### src/rtl/bsep_pkg.sv
// ----------------------------------------------------------------------------
// bsep_pkg
// shared codes and types of the bson element stream parser
// ----------------------------------------------------------------------------
package bsep_pkg;

    // parser phases
    localparam logic [3:0] PH_IDLE    = 4'd0;
    localparam logic [3:0] PH_HEADER  = 4'd1;
    localparam logic [3:0] PH_TYPE    = 4'd2;
    localparam logic [3:0] PH_NAME    = 4'd3;
    localparam logic [3:0] PH_FIXED   = 4'd4;
    localparam logic [3:0] PH_LENWORD = 4'd5;
    localparam logic [3:0] PH_BODY    = 4'd6;

    // result status codes
    localparam logic [1:0] ST_ELEM = 2'd0;
    localparam logic [1:0] ST_END  = 2'd1;
    localparam logic [1:0] ST_FAIL = 2'd2;

    // element type codes
    localparam logic [7:0] T_FP64      = 8'h01;
    localparam logic [7:0] T_STRING    = 8'h02;
    localparam logic [7:0] T_DOCUMENT  = 8'h03;
    localparam logic [7:0] T_ARRAY     = 8'h04;
    localparam logic [7:0] T_BINARY    = 8'h05;
    localparam logic [7:0] T_UNDEFINED = 8'h06;
    localparam logic [7:0] T_BOOLEAN   = 8'h08;
    localparam logic [7:0] T_NULL      = 8'h0A;
    localparam logic [7:0] T_INT32     = 8'h10;
    localparam logic [7:0] T_INT64     = 8'h12;

    // decoded fixed-size payload
    typedef struct packed {
        logic [63:0] raw_value;
        logic        is_truthy;
        logic [3:0]  data_length;
    } t_fixed_val;

endpackage

### src/rtl/bson_element_stream_parser.sv
// ----------------------------------------------------------------------------
// bson_element_stream_parser
// byte-serial bson document walker with one result per element
// ----------------------------------------------------------------------------
// The parser takes one document byte per beat and sustains one beat per
// cycle while the output is not stalled; the result of a byte passes
// through the input register, then the result register. The first byte
// of a document is flagged with i_first, which restarts the parser at any
// point. The first four bytes give the little-endian total length, checked
// against the buffer length register. Each element then yields an element
// result (status 0) with its type, offsets, lengths, raw value and
// truthiness; a zero type byte ends the document (status 1); any violation
// gives a failure result (status 2) carrying the failing element's start
// offset and type. After an end or failure, bytes are dropped until the next
// flagged first byte. The buffer length register is written through the
// cfg channel, which is always ready, and should only change while idle.
// ----------------------------------------------------------------------------
module bson_element_stream_parser (
    input  logic               i_clk,
    input  logic               i_rst_n,
    // configuration
    input  logic               i_cfg_valid,
    output logic               o_cfg_ready,
    input  logic [30:0]        i_buffer_length,
    // byte input
    input  logic               i_in_valid,
    output logic               o_in_stall,
    input  logic [7:0]         i_data_byte,
    input  logic               i_first,
    // result output
    output logic               o_out_valid,
    input  logic               i_out_stall,
    output logic [1:0]         o_status,
    output logic [7:0]         o_elem_type,
    output logic [30:0]        o_elem_offset,
    output logic [30:0]        o_name_length,
    output logic [30:0]        o_data_offset,
    output logic [30:0]        o_data_length,
    output logic signed [63:0] o_raw_value,
    output logic               o_is_truthy
);

    typedef struct packed {
        logic [1:0]  status;
        logic [7:0]  elem_type;
        logic [30:0] elem_offset;
        logic [30:0] name_length;
        logic [30:0] data_offset;
        logic [30:0] data_length;
        logic [63:0] raw_value;
        logic        is_truthy;
    } t_result;

    // configuration register
    logic [30:0] r_buffer_length;

    // input register
    logic        r_in_valid;
    logic [7:0]  r_in_byte;
    logic        r_in_first;

    // parser state
    logic [3:0]  r_phase,      n_phase;
    logic [30:0] r_position,   n_position;
    logic [31:0] r_doc_total,  n_doc_total;
    logic [7:0]  r_cur_type,   n_cur_type;
    logic [30:0] r_elem_start, n_elem_start;
    logic [30:0] r_data_start, n_data_start;
    logic [31:0] r_length_word, n_length_word;
    logic [31:0] r_bytes_left, n_bytes_left;
    logic [63:0] r_value,      n_value;

    // result register
    logic        r_out_valid;
    t_result     r_out;

    // step logic
    logic        out_free;
    logic        proc_go;
    logic        res_valid;
    t_result     res;
    logic [3:0]  cur_phase;
    logic [30:0] cur_pos;
    logic [31:0] cur_total;
    logic [31:0] hdr_total;
    logic        pos_past;
    logic [63:0] shifted;
    logic        left_done;
    logic [3:0]  fixed_n;
    logic [33:0] ds_end;
    logic [31:0] lw;
    logic [32:0] body;
    logic [33:0] body_end;
    logic        lw_bad;
    logic        acc;
    logic [30:0] acc_dlen;
    logic [63:0] acc_raw;
    logic        acc_truthy;
    bsep_pkg::t_fixed_val fixed;

    function automatic t_result make_fail(input logic [1:0] st, input logic [7:0] ty,
                                          input logic [30:0] off);
        t_result r;
        r             = '0;
        r.status      = st;
        r.elem_type   = ty;
        r.elem_offset = off;
        return r;
    endfunction

    function automatic logic known_type(input logic [7:0] t);
        logic k;
        case (t) inside
            bsep_pkg::T_FP64, bsep_pkg::T_STRING, bsep_pkg::T_DOCUMENT,
            bsep_pkg::T_ARRAY, bsep_pkg::T_BINARY, bsep_pkg::T_UNDEFINED,
            bsep_pkg::T_BOOLEAN, bsep_pkg::T_NULL, bsep_pkg::T_INT32,
            bsep_pkg::T_INT64: k = 1'b1;
            default:           k = 1'b0;
        endcase
        return k;
    endfunction

    // handshakes: the input register doubles as the skid stage
    assign o_cfg_ready = 1'b1;
    assign out_free    = !r_out_valid || !i_out_stall;
    assign proc_go     = r_in_valid && out_free;
    assign o_in_stall  = r_in_valid && !out_free;

    bsep_fixed_value u_fixed_value (
        .i_elem_type (r_cur_type),
        .i_value     (shifted),
        .o_fixed     (fixed)
    );

    // a first-flagged byte restarts the walk at offset 0
    assign cur_phase = r_in_first ? bsep_pkg::PH_HEADER : r_phase;
    assign cur_pos   = r_in_first ? 31'd0 : r_position;
    assign cur_total = r_in_first ? 32'd0 : r_doc_total;
    assign pos_past  = ({1'b0, cur_pos} >= cur_total);

    // header byte lands in its little-endian lane
    always_comb begin
        hdr_total = cur_total;
        hdr_total[{cur_pos[1:0], 3'b000} +: 8] = r_in_byte;
    end

    // payload bytes shift in from the top
    assign shifted   = {r_in_byte, r_value[63:8]};
    assign left_done = (r_bytes_left == 32'd1);

    // fixed payload size, or the length word for variable types
    always_comb begin
        case (r_cur_type) inside
            bsep_pkg::T_FP64, bsep_pkg::T_INT64: fixed_n = 4'd8;
            bsep_pkg::T_INT32:                   fixed_n = 4'd4;
            default:                             fixed_n = (r_cur_type == bsep_pkg::T_BOOLEAN)
                                                           ? 4'd1 : 4'd4;
        endcase
    end
    assign ds_end = {3'd0, cur_pos} + 34'd1 + {30'd0, fixed_n};

    // length word checks and body size
    assign lw = shifted[63:32];
    always_comb begin
        case (r_cur_type)
            bsep_pkg::T_STRING: body = {1'b0, lw};
            bsep_pkg::T_BINARY: body = {1'b0, lw} + 33'd1;
            default:            body = {1'b0, lw} - 33'd4;
        endcase
    end
    assign body_end = {3'd0, r_data_start} + 34'd4 + {1'b0, body};
    assign lw_bad   = lw[31]
                   || ((r_cur_type == bsep_pkg::T_STRING) && (lw == 32'd0))
                   || (((r_cur_type == bsep_pkg::T_DOCUMENT)
                        || (r_cur_type == bsep_pkg::T_ARRAY)) && (lw < 32'd5))
                   || (body_end > {2'd0, r_doc_total});

    // one byte of the walk
    always_comb begin
        n_phase       = r_phase;
        n_position    = r_position;
        n_doc_total   = r_doc_total;
        n_cur_type    = r_cur_type;
        n_elem_start  = r_elem_start;
        n_data_start  = r_data_start;
        n_length_word = r_length_word;
        n_bytes_left  = r_bytes_left;
        n_value       = r_value;
        res_valid     = 1'b0;
        res           = '0;
        acc           = 1'b0;
        acc_dlen      = '0;
        acc_raw       = '0;
        acc_truthy    = 1'b0;

        if (r_in_first) begin
            n_phase     = bsep_pkg::PH_HEADER;
            n_position  = 31'd0;
            n_doc_total = 32'd0;
            n_cur_type  = 8'd0;
        end

        if (r_in_first && (r_buffer_length < 31'd4)) begin
            // buffer cannot even hold the length word
            n_phase   = bsep_pkg::PH_IDLE;
            res_valid = 1'b1;
            res       = make_fail(bsep_pkg::ST_FAIL, 8'd0, 31'd0);
        end else if (cur_phase != bsep_pkg::PH_IDLE) begin
            n_position = cur_pos + 31'd1;
            unique case (cur_phase)
                bsep_pkg::PH_HEADER: begin
                    n_doc_total = hdr_total;
                    if (cur_pos >= 31'd3) begin
                        if (hdr_total[31] || (hdr_total < 32'd4)
                            || (hdr_total > {1'b0, r_buffer_length})) begin
                            n_phase   = bsep_pkg::PH_IDLE;
                            res_valid = 1'b1;
                            res       = make_fail(bsep_pkg::ST_FAIL, 8'd0, 31'd0);
                        end else begin
                            n_phase = bsep_pkg::PH_TYPE;
                        end
                    end
                end
                bsep_pkg::PH_TYPE: begin
                    if (pos_past) begin
                        n_phase   = bsep_pkg::PH_IDLE;
                        res_valid = 1'b1;
                        res       = make_fail(bsep_pkg::ST_FAIL, 8'd0, cur_pos);
                    end else if (r_in_byte == 8'd0) begin
                        // terminator of the document
                        n_phase   = bsep_pkg::PH_IDLE;
                        res_valid = 1'b1;
                        res       = make_fail(bsep_pkg::ST_END, 8'd0, cur_pos);
                    end else begin
                        n_cur_type   = r_in_byte;
                        n_elem_start = cur_pos;
                        if (!known_type(r_in_byte)) begin
                            n_phase   = bsep_pkg::PH_IDLE;
                            res_valid = 1'b1;
                            res       = make_fail(bsep_pkg::ST_FAIL, r_in_byte, cur_pos);
                        end else begin
                            n_phase = bsep_pkg::PH_NAME;
                        end
                    end
                end
                bsep_pkg::PH_NAME: begin
                    if (pos_past) begin
                        n_phase   = bsep_pkg::PH_IDLE;
                        res_valid = 1'b1;
                        res       = make_fail(bsep_pkg::ST_FAIL, r_cur_type, r_elem_start);
                    end else if (r_in_byte == 8'd0) begin
                        n_data_start = cur_pos + 31'd1;
                        n_value      = 64'd0;
                        if ((r_cur_type == bsep_pkg::T_UNDEFINED)
                            || (r_cur_type == bsep_pkg::T_NULL)) begin
                            acc = 1'b1;
                        end else if (ds_end > {2'd0, cur_total}) begin
                            n_phase   = bsep_pkg::PH_IDLE;
                            res_valid = 1'b1;
                            res       = make_fail(bsep_pkg::ST_FAIL, r_cur_type, r_elem_start);
                        end else begin
                            n_bytes_left = {28'd0, fixed_n};
                            n_phase      = ((r_cur_type == bsep_pkg::T_FP64)
                                         || (r_cur_type == bsep_pkg::T_INT64)
                                         || (r_cur_type == bsep_pkg::T_INT32)
                                         || (r_cur_type == bsep_pkg::T_BOOLEAN))
                                         ? bsep_pkg::PH_FIXED : bsep_pkg::PH_LENWORD;
                        end
                    end
                end
                bsep_pkg::PH_FIXED: begin
                    n_value      = shifted;
                    n_bytes_left = r_bytes_left - 32'd1;
                    if (left_done) begin
                        acc        = 1'b1;
                        acc_dlen   = {27'd0, fixed.data_length};
                        acc_raw    = fixed.raw_value;
                        acc_truthy = fixed.is_truthy;
                    end
                end
                bsep_pkg::PH_LENWORD: begin
                    n_value      = shifted;
                    n_bytes_left = r_bytes_left - 32'd1;
                    if (left_done) begin
                        n_length_word = lw;
                        if (lw_bad) begin
                            n_phase   = bsep_pkg::PH_IDLE;
                            res_valid = 1'b1;
                            res       = make_fail(bsep_pkg::ST_FAIL, r_cur_type, r_elem_start);
                        end else begin
                            n_bytes_left = body[31:0];
                            n_phase      = bsep_pkg::PH_BODY;
                        end
                    end
                end
                bsep_pkg::PH_BODY: begin
                    n_bytes_left = r_bytes_left - 32'd1;
                    if (left_done) begin
                        acc_raw = {32'd0, r_length_word};
                        if (r_cur_type == bsep_pkg::T_BINARY) begin
                            acc        = 1'b1;
                            acc_dlen   = r_length_word[30:0] + 31'd5;
                            acc_truthy = 1'b1;
                        end else if (r_in_byte != 8'd0) begin
                            // missing terminator
                            n_phase   = bsep_pkg::PH_IDLE;
                            res_valid = 1'b1;
                            res       = make_fail(bsep_pkg::ST_FAIL, r_cur_type, r_elem_start);
                        end else if (r_cur_type == bsep_pkg::T_STRING) begin
                            acc        = 1'b1;
                            acc_dlen   = r_length_word[30:0] + 31'd4;
                            acc_truthy = (r_length_word > 32'd1);
                        end else begin
                            acc        = 1'b1;
                            acc_dlen   = r_length_word[30:0];
                            acc_truthy = 1'b1;
                        end
                    end
                end
                default: begin
                    n_phase = bsep_pkg::PH_IDLE;
                end
            endcase
        end

        // element accepted: report it and go look for the next type byte
        if (acc) begin
            n_phase         = bsep_pkg::PH_TYPE;
            res_valid       = 1'b1;
            res.status      = bsep_pkg::ST_ELEM;
            res.elem_type   = r_cur_type;
            res.elem_offset = r_elem_start;
            res.name_length = n_data_start - r_elem_start - 31'd2;
            res.data_offset = n_data_start;
            res.data_length = acc_dlen;
            res.raw_value   = acc_raw;
            res.is_truthy   = acc_truthy;
        end
    end

    // configuration
    always_ff @(posedge i_clk) begin
        if (!i_rst_n) begin
            r_buffer_length <= 31'd0;
        end else if (i_cfg_valid) begin
            r_buffer_length <= i_buffer_length;
        end
    end

    // input register
    always_ff @(posedge i_clk) begin
        if (!i_rst_n) begin
            r_in_valid <= 1'b0;
        end else if (!o_in_stall) begin
            r_in_valid <= i_in_valid;
        end
    end

    always_ff @(posedge i_clk) begin
        if (i_in_valid && !o_in_stall) begin
            r_in_byte  <= i_data_byte;
            r_in_first <= i_first;
        end
    end

    // parser state
    always_ff @(posedge i_clk) begin
        if (!i_rst_n) begin
            r_phase       <= bsep_pkg::PH_IDLE;
            r_position    <= 31'd0;
            r_doc_total   <= 32'd0;
            r_cur_type    <= 8'd0;
            r_elem_start  <= 31'd0;
            r_data_start  <= 31'd0;
            r_length_word <= 32'd0;
            r_bytes_left  <= 32'd0;
            r_value       <= 64'd0;
        end else if (proc_go) begin
            r_phase       <= n_phase;
            r_position    <= n_position;
            r_doc_total   <= n_doc_total;
            r_cur_type    <= n_cur_type;
            r_elem_start  <= n_elem_start;
            r_data_start  <= n_data_start;
            r_length_word <= n_length_word;
            r_bytes_left  <= n_bytes_left;
            r_value       <= n_value;
        end
    end

    // result register
    always_ff @(posedge i_clk) begin
        if (!i_rst_n) begin
            r_out_valid <= 1'b0;
        end else if (out_free) begin
            r_out_valid <= proc_go && res_valid;
        end
    end

    always_ff @(posedge i_clk) begin
        if (proc_go && res_valid) begin
            r_out <= res;
        end
    end

    assign o_out_valid   = r_out_valid;
    assign o_status      = r_out.status;
    assign o_elem_type   = r_out.elem_type;
    assign o_elem_offset = r_out.elem_offset;
    assign o_name_length = r_out.name_length;
    assign o_data_offset = r_out.data_offset;
    assign o_data_length = r_out.data_length;
    assign o_raw_value   = r_out.raw_value;
    assign o_is_truthy   = r_out.is_truthy;

endmodule

### src/rtl/bsep_fixed_value.sv
// ----------------------------------------------------------------------------
// bsep_fixed_value
// decodes a fixed-size payload into raw value, truthiness and length
// ----------------------------------------------------------------------------
module bsep_fixed_value (
    input  logic [7:0]           i_elem_type,
    input  logic [63:0]          i_value,
    output bsep_pkg::t_fixed_val o_fixed
);

    logic [62:0] mag;
    logic [31:0] upper;

    assign mag   = i_value[62:0];
    assign upper = i_value[63:32];

    always_comb begin
        unique case (i_elem_type)
            bsep_pkg::T_FP64: begin
                // nan and signed zero are false
                o_fixed.raw_value   = i_value;
                o_fixed.is_truthy   = (mag != 63'd0) && (mag <= 63'h7FF0_0000_0000_0000);
                o_fixed.data_length = 4'd8;
            end
            bsep_pkg::T_INT64: begin
                o_fixed.raw_value   = i_value;
                o_fixed.is_truthy   = (i_value != 64'd0);
                o_fixed.data_length = 4'd8;
            end
            bsep_pkg::T_INT32: begin
                o_fixed.raw_value   = {{32{upper[31]}}, upper};
                o_fixed.is_truthy   = (upper != 32'd0);
                o_fixed.data_length = 4'd4;
            end
            default: begin
                // boolean: the single byte sits at the top
                o_fixed.raw_value   = {56'd0, i_value[63:56]};
                o_fixed.is_truthy   = (i_value[63:56] != 8'd0);
                o_fixed.data_length = 4'd1;
            end
        endcase
    end

endmodule

### config.mk
export PLATFORM = sky130hd
export DESIGN_NAME = bson_element_stream_parser
export DESIGN_NICKNAME = d
export VERILOG_FILES = /design/src/rtl/bsep_pkg.sv /design/src/rtl/bson_element_stream_parser.sv /design/src/rtl/bsep_fixed_value.sv
export SDC_FILE = /design/constraint.sdc
export NUM_CORES = 2
export LEC_CHECK = 0
export ABC_CLOCK_PERIOD_IN_PS = 37300
export BUFFER_PORTS_ARGS = -buffer_cell sky130_fd_sc_hd__buf_4
export CAP_MARGIN = 20
export CORE_UTILIZATION = 50
export CTS_CLUSTER_SIZE = 20
export DETAILED_ROUTE_END_ITERATION = 6
export PLACE_DENSITY_LB_ADDON = 0.12
export SYNTH_ARGS = -nofsm -noshare
export SYNTH_HDL_FRONTEND = slang
export SYNTH_SLANG_ARGS = --single-unit
### constraint.sdc
create_clock -name i_clk -period 37.3 [get_ports i_clk]
set_input_delay 7.46 -clock i_clk [delete_from_list [all_inputs] [get_ports i_clk]]
set_output_delay 7.46 -clock i_clk [all_outputs]
set_load 0.02 [all_outputs]
==> load_flow_metrics.sql <==
INSERT INTO impl_metrics (metric_group, metric, value, unit) VALUES
('layout', 'syn2layout_area_growth', '13.7', '%'),
('grt', 'grt.overflow.total', '0', ''),
('status', 'violated_checks', 'design-rule violations', ''),
('sta', 'setup_total_negative_slack', '0', 'ps'),
('setup_path', 'crit_path_max_fanout', '3', ''),
('grt', 'track_usage', '32.0', '%'),
('sta', 'worst_clock_skew', '18.8', 'ps'),
('pwr', 'power.leakage', '15.4', 'nW'),
('min_path', 'holdPathEnd', 'r_doc_total[18]$_SDFFE_PN0P_', ''),
('detailed_routing', 'drc', '39', ''),
('grt', 'grt_pass1_vias', '26800', ''),
('detailed_routing', 'dr_total_vias', '30100', ''),
('synthesis', 'netlist.area_leader.share', '19.2', '%'),
('detailed_routing', 'drt_pass1_iterations', '7', ''),
('setup_path', 'launch_instance_of_the_worst_register_to_register_path', 'r_value[43]$_SDFFE_PN0P_', ''),
('clock_tree', 'cts_max_level', '2', ''),
('grt', 'grt_first_pass_wirelength', '165000', 'um'),
('die', 'die_height', '257', 'um'),
('die', 'boundaryPins', '247', ''),
('die', 'floorplan.die.width', '257', 'um'),
('synthesis', 'yosysSeqAreaShare', '37.0', '%'),
('sta', 'min_period', '15710', 'ps'),
('clock_tree', 'cts.repair_timing.setup_buffer_count', '0', ''),
('setup_path', 'cell_depth_of_the_worst_flop_to_flop_path', '28', ''),
('setup_path', 'critical_path_class', 'primary input to output pin', ''),
('placement', 'place_congestion', '1.01', ''),
('die', 'core_area', '64300', 'um2'),
('sta', 'worst_slew_margin_rel', '25.6', '%'),
('setup_path', 'critPathMaxStageDelay', '440', 'ps'),
('layout', 'final_cell_count_no_fill', '4829', ''),
('clock_tree', 'clk_root_buffer_cell', 'sky130_fd_sc_hd__clkbuf_16', ''),
('synthesis', 'synth-warning-count', '0', ''),
('synthesis', 'yosys_register_bits', '498', ''),
('setup_path', 'cell_at_the_slowest_stage_of_the_critical_path', 'sky130_fd_sc_hd__and3_1', ''),
('die', 'core.rowCount', '93', ''),
('synthesis', 'post_synth_main_area_contributors', 'sky130_fd_sc_hd__edfxtp_1 19%, sky130_fd_sc_hd__dfxtp_1 18%, sky130_fd_sc_hd__ha_1 10%', ''),
('synthesis', 'syn-mean-instance-area', '8.49', 'um2'),
('synthesis', 'synth_edf_count', '208', ''),
('clock_tree', 'post_cts_hold_buffer_count', '0', ''),
('setup_path', 'worstSetupStartpointType', 'primary input', ''),
('layout', 'nFillCells', '5891', ''),
('placement', 'number_of_cells_in_the_design_after_placement', '4719', ''),
('min_path', 'worstHoldStart', 'r_doc_total[18]$_SDFFE_PN0P_', ''),
('flow_run', 'drv_cap', '0', ''),
('setup_path', 'required', '29840', 'ps'),
('min_path', 'timing.hold.worst_path_depth', '2', ''),
('sta', 'finalHoldViolations', '0', ''),
('sta', 'timing_worst_slew_pin_value', '1110', 'ps'),
('setup_path', 'reg2reg_slack', '27170', 'ps'),
('synthesis', 'yosysTopAreaCell', 'sky130_fd_sc_hd__edfxtp_1', ''),
('grt', 'grt_max_degree', '117', ''),
('sta', 'setup-violations-final', '0', ''),
('detailed_routing', 'routed_wire_length_per_instance', '22.6', 'um'),
('layout', 'drive_above_1_share', '11.1', '%'),
('clock_tree', 'cts_tree', 'yes', ''),
('clock_tree', 'post_cts.resized_instances', '0', ''),
('clock_tree', 'cts.sink_count', '498', ''),
('die', 'die_area', '66100', 'um2'),
('setup_path', 'worst_setup_path_end_kind', 'output pin', ''),
('clock_tree', 'cts_made_buffers', '56', ''),
('synthesis', 'synth_fp_nets', '4153', ''),
('synthesis', 'synthDistinctLibCells', '83', ''),
('status', 'status', 'finished, violations left', ''),
('setup_path', 'critical_path.cell_chain', 'buf_4 -> and3_1 -> buf_4', ''),
('pwr', 'power.density', '35.6', 'nW/um2'),
('detailed_routing', 'viasPerCell', '6.24', ''),
('setup_path', 'cp_data_arrival_time', '8250', 'ps'),
('setup_path', 'timing.critical_path.mode_cell', 'sky130_fd_sc_hd__buf_4', ''),
('clock_tree', 'cts.path.max_buffers', '3', ''),
('synthesis', 'post_synth_inst_count', '3835', ''),
('min_path', 'min_path_type', 'register to register', '');
-- synth_stat cells, types with 7 or more instances --
cell type                    n
sky130_fd_sc_hd__a211oi_1   31
sky130_fd_sc_hd__a21o_1     69
sky130_fd_sc_hd__a21oi_1   258
sky130_fd_sc_hd__a221oi_1   16
sky130_fd_sc_hd__a222oi_1   31
sky130_fd_sc_hd__a22o_1     48
sky130_fd_sc_hd__a22oi_1    78
sky130_fd_sc_hd__a311oi_1    7
sky130_fd_sc_hd__a31o_2     12
sky130_fd_sc_hd__a31oi_1    42
sky130_fd_sc_hd__and2_1     38
sky130_fd_sc_hd__and3_1     45
sky130_fd_sc_hd__buf_1      10
sky130_fd_sc_hd__buf_2      13
sky130_fd_sc_hd__clkbuf_1  246
sky130_fd_sc_hd__dfxtp_1   290
sky130_fd_sc_hd__edfxtp_1  208
sky130_fd_sc_hd__ha_1      271
sky130_fd_sc_hd__inv_1     188
sky130_fd_sc_hd__mux2i_1    87
sky130_fd_sc_hd__nand2_1   321
sky130_fd_sc_hd__nand2b_1   55
sky130_fd_sc_hd__nand3_1    97
sky130_fd_sc_hd__nand3b_1   18
sky130_fd_sc_hd__nand4_1    70
sky130_fd_sc_hd__nor2_1    484
sky130_fd_sc_hd__nor2b_1    50
sky130_fd_sc_hd__nor3_1     80
sky130_fd_sc_hd__nor3b_1     8
sky130_fd_sc_hd__nor4_1     54
sky130_fd_sc_hd__o211ai_1   33
sky130_fd_sc_hd__o21a_1     12
sky130_fd_sc_hd__o21ai_0   178
sky130_fd_sc_hd__o21bai_1   12
sky130_fd_sc_hd__o221ai_1   11
sky130_fd_sc_hd__o22ai_1    13
sky130_fd_sc_hd__or2_2       8
sky130_fd_sc_hd__or3_1      24
sky130_fd_sc_hd__or4_1      22
sky130_fd_sc_hd__xnor2_1    94
sky130_fd_sc_hd__xor2_1     86
-- cell usage in the layout, fill, tap and decap left out, drive strengths merged, types with 87 or more instances in the layout --
master / count
xnor2: 94
nand3: 97
o21ai: 180
ha: 271
nor2: 484
dfxtp: 290
edfxtp: 208
mux2i: 87
inv: 192
nand2: 321
a21oi: 258
buf: 305
-- critical path, delay by kind of cell --
kind	cells	cell delay, ps
and+or+nand+nor	1	440
buffers and inverters	2	340
-- area by class of cell --
cell class | count | area (um2) | area share (%)
multi-input combinational | 2873 | 18800 | 50.8
sequential | 498 | 12100 | 32.6
timing repair buffer | 306 | 2330 | 6.31
clock buffer | 70 | 1480 | 3.99
tap | 855 | 1070 | 2.89
inverter | 191 | 722 | 1.95
clock inverter | 36 | 542 | 1.46
-- layer usage --
metal	track usage [%]	part of all wire, %	routed length [um]	vias up
met5	0	0	0	-
li1	-	-	-	14000
met2	44.5	41	44700	1606
met1	48.4	45	48700	14300
met3	7.03	11	12400	192
met4	10.2	3.3	3580	0
-- sequential cells by signal, indices dropped and copies added (netlist names), 32 cells and up --
name	cells
o_raw_value	64
r_bytes_left	32
r_doc_total	32
r_value	56
r_length_word	32
-- power breakdown --
part / total [mW] / internal, mW / switching [mW]
combinational: 0.128 / 0.0464 / 0.0816
sequential: 0.573 / 0.568 / 0.00470
clock: 0.616 / 0.372 / 0.244
total: 1.32 / 0.987 / 0.330
-- worst max path at each step --
| stage | slack (ps) | from | cells past startpoint | endpoint |
|---|---|---|---|---|
| after floorplan | 20180 | i_out_stall | 5 | o_data_length[0]$_SDFFCE_PP0P_ |
| after global placement | 21670 | i_out_stall | 3 | o_in_stall |
| after detailed placement | 21670 | i_out_stall | 3 | o_in_stall |
| after CTS | 21670 | i_out_stall | 3 | o_in_stall |
| after global routing | 21590 | i_out_stall | 3 | o_in_stall |
| final | 21590 | i_out_stall | 3 | o_in_stall |
-- through the flow --
step           instance area (um2)  hold WS, ps  util, %  power (mW)
3_5_place_dp                 34900          460     54.3       0.708
6_report                     37000          471     57.5        1.32
5_1_grt                      37000          489     57.5        1.35
4_1_cts                      37000          466     57.4        1.32
3_3_place_gp                 34900          456     54.3       0.707
2_1_floorplan                32500          445        -       0.670
-- cells by family after synthesis --
kind of cell / after synthesis / synth area share (%)
buf+inv: 464 / 5.48
simple gates: 1400 / 20.5
flops: 498 / 37.0
other cells: 1 / 0.0115
xor+xnor: 180 / 4.84
compound gates: 930 / 18.8
fa+ha+maj: 273 / 10.5
mux: 89 / 2.74
No activity file was read; power rests on OpenSTA's default activity.
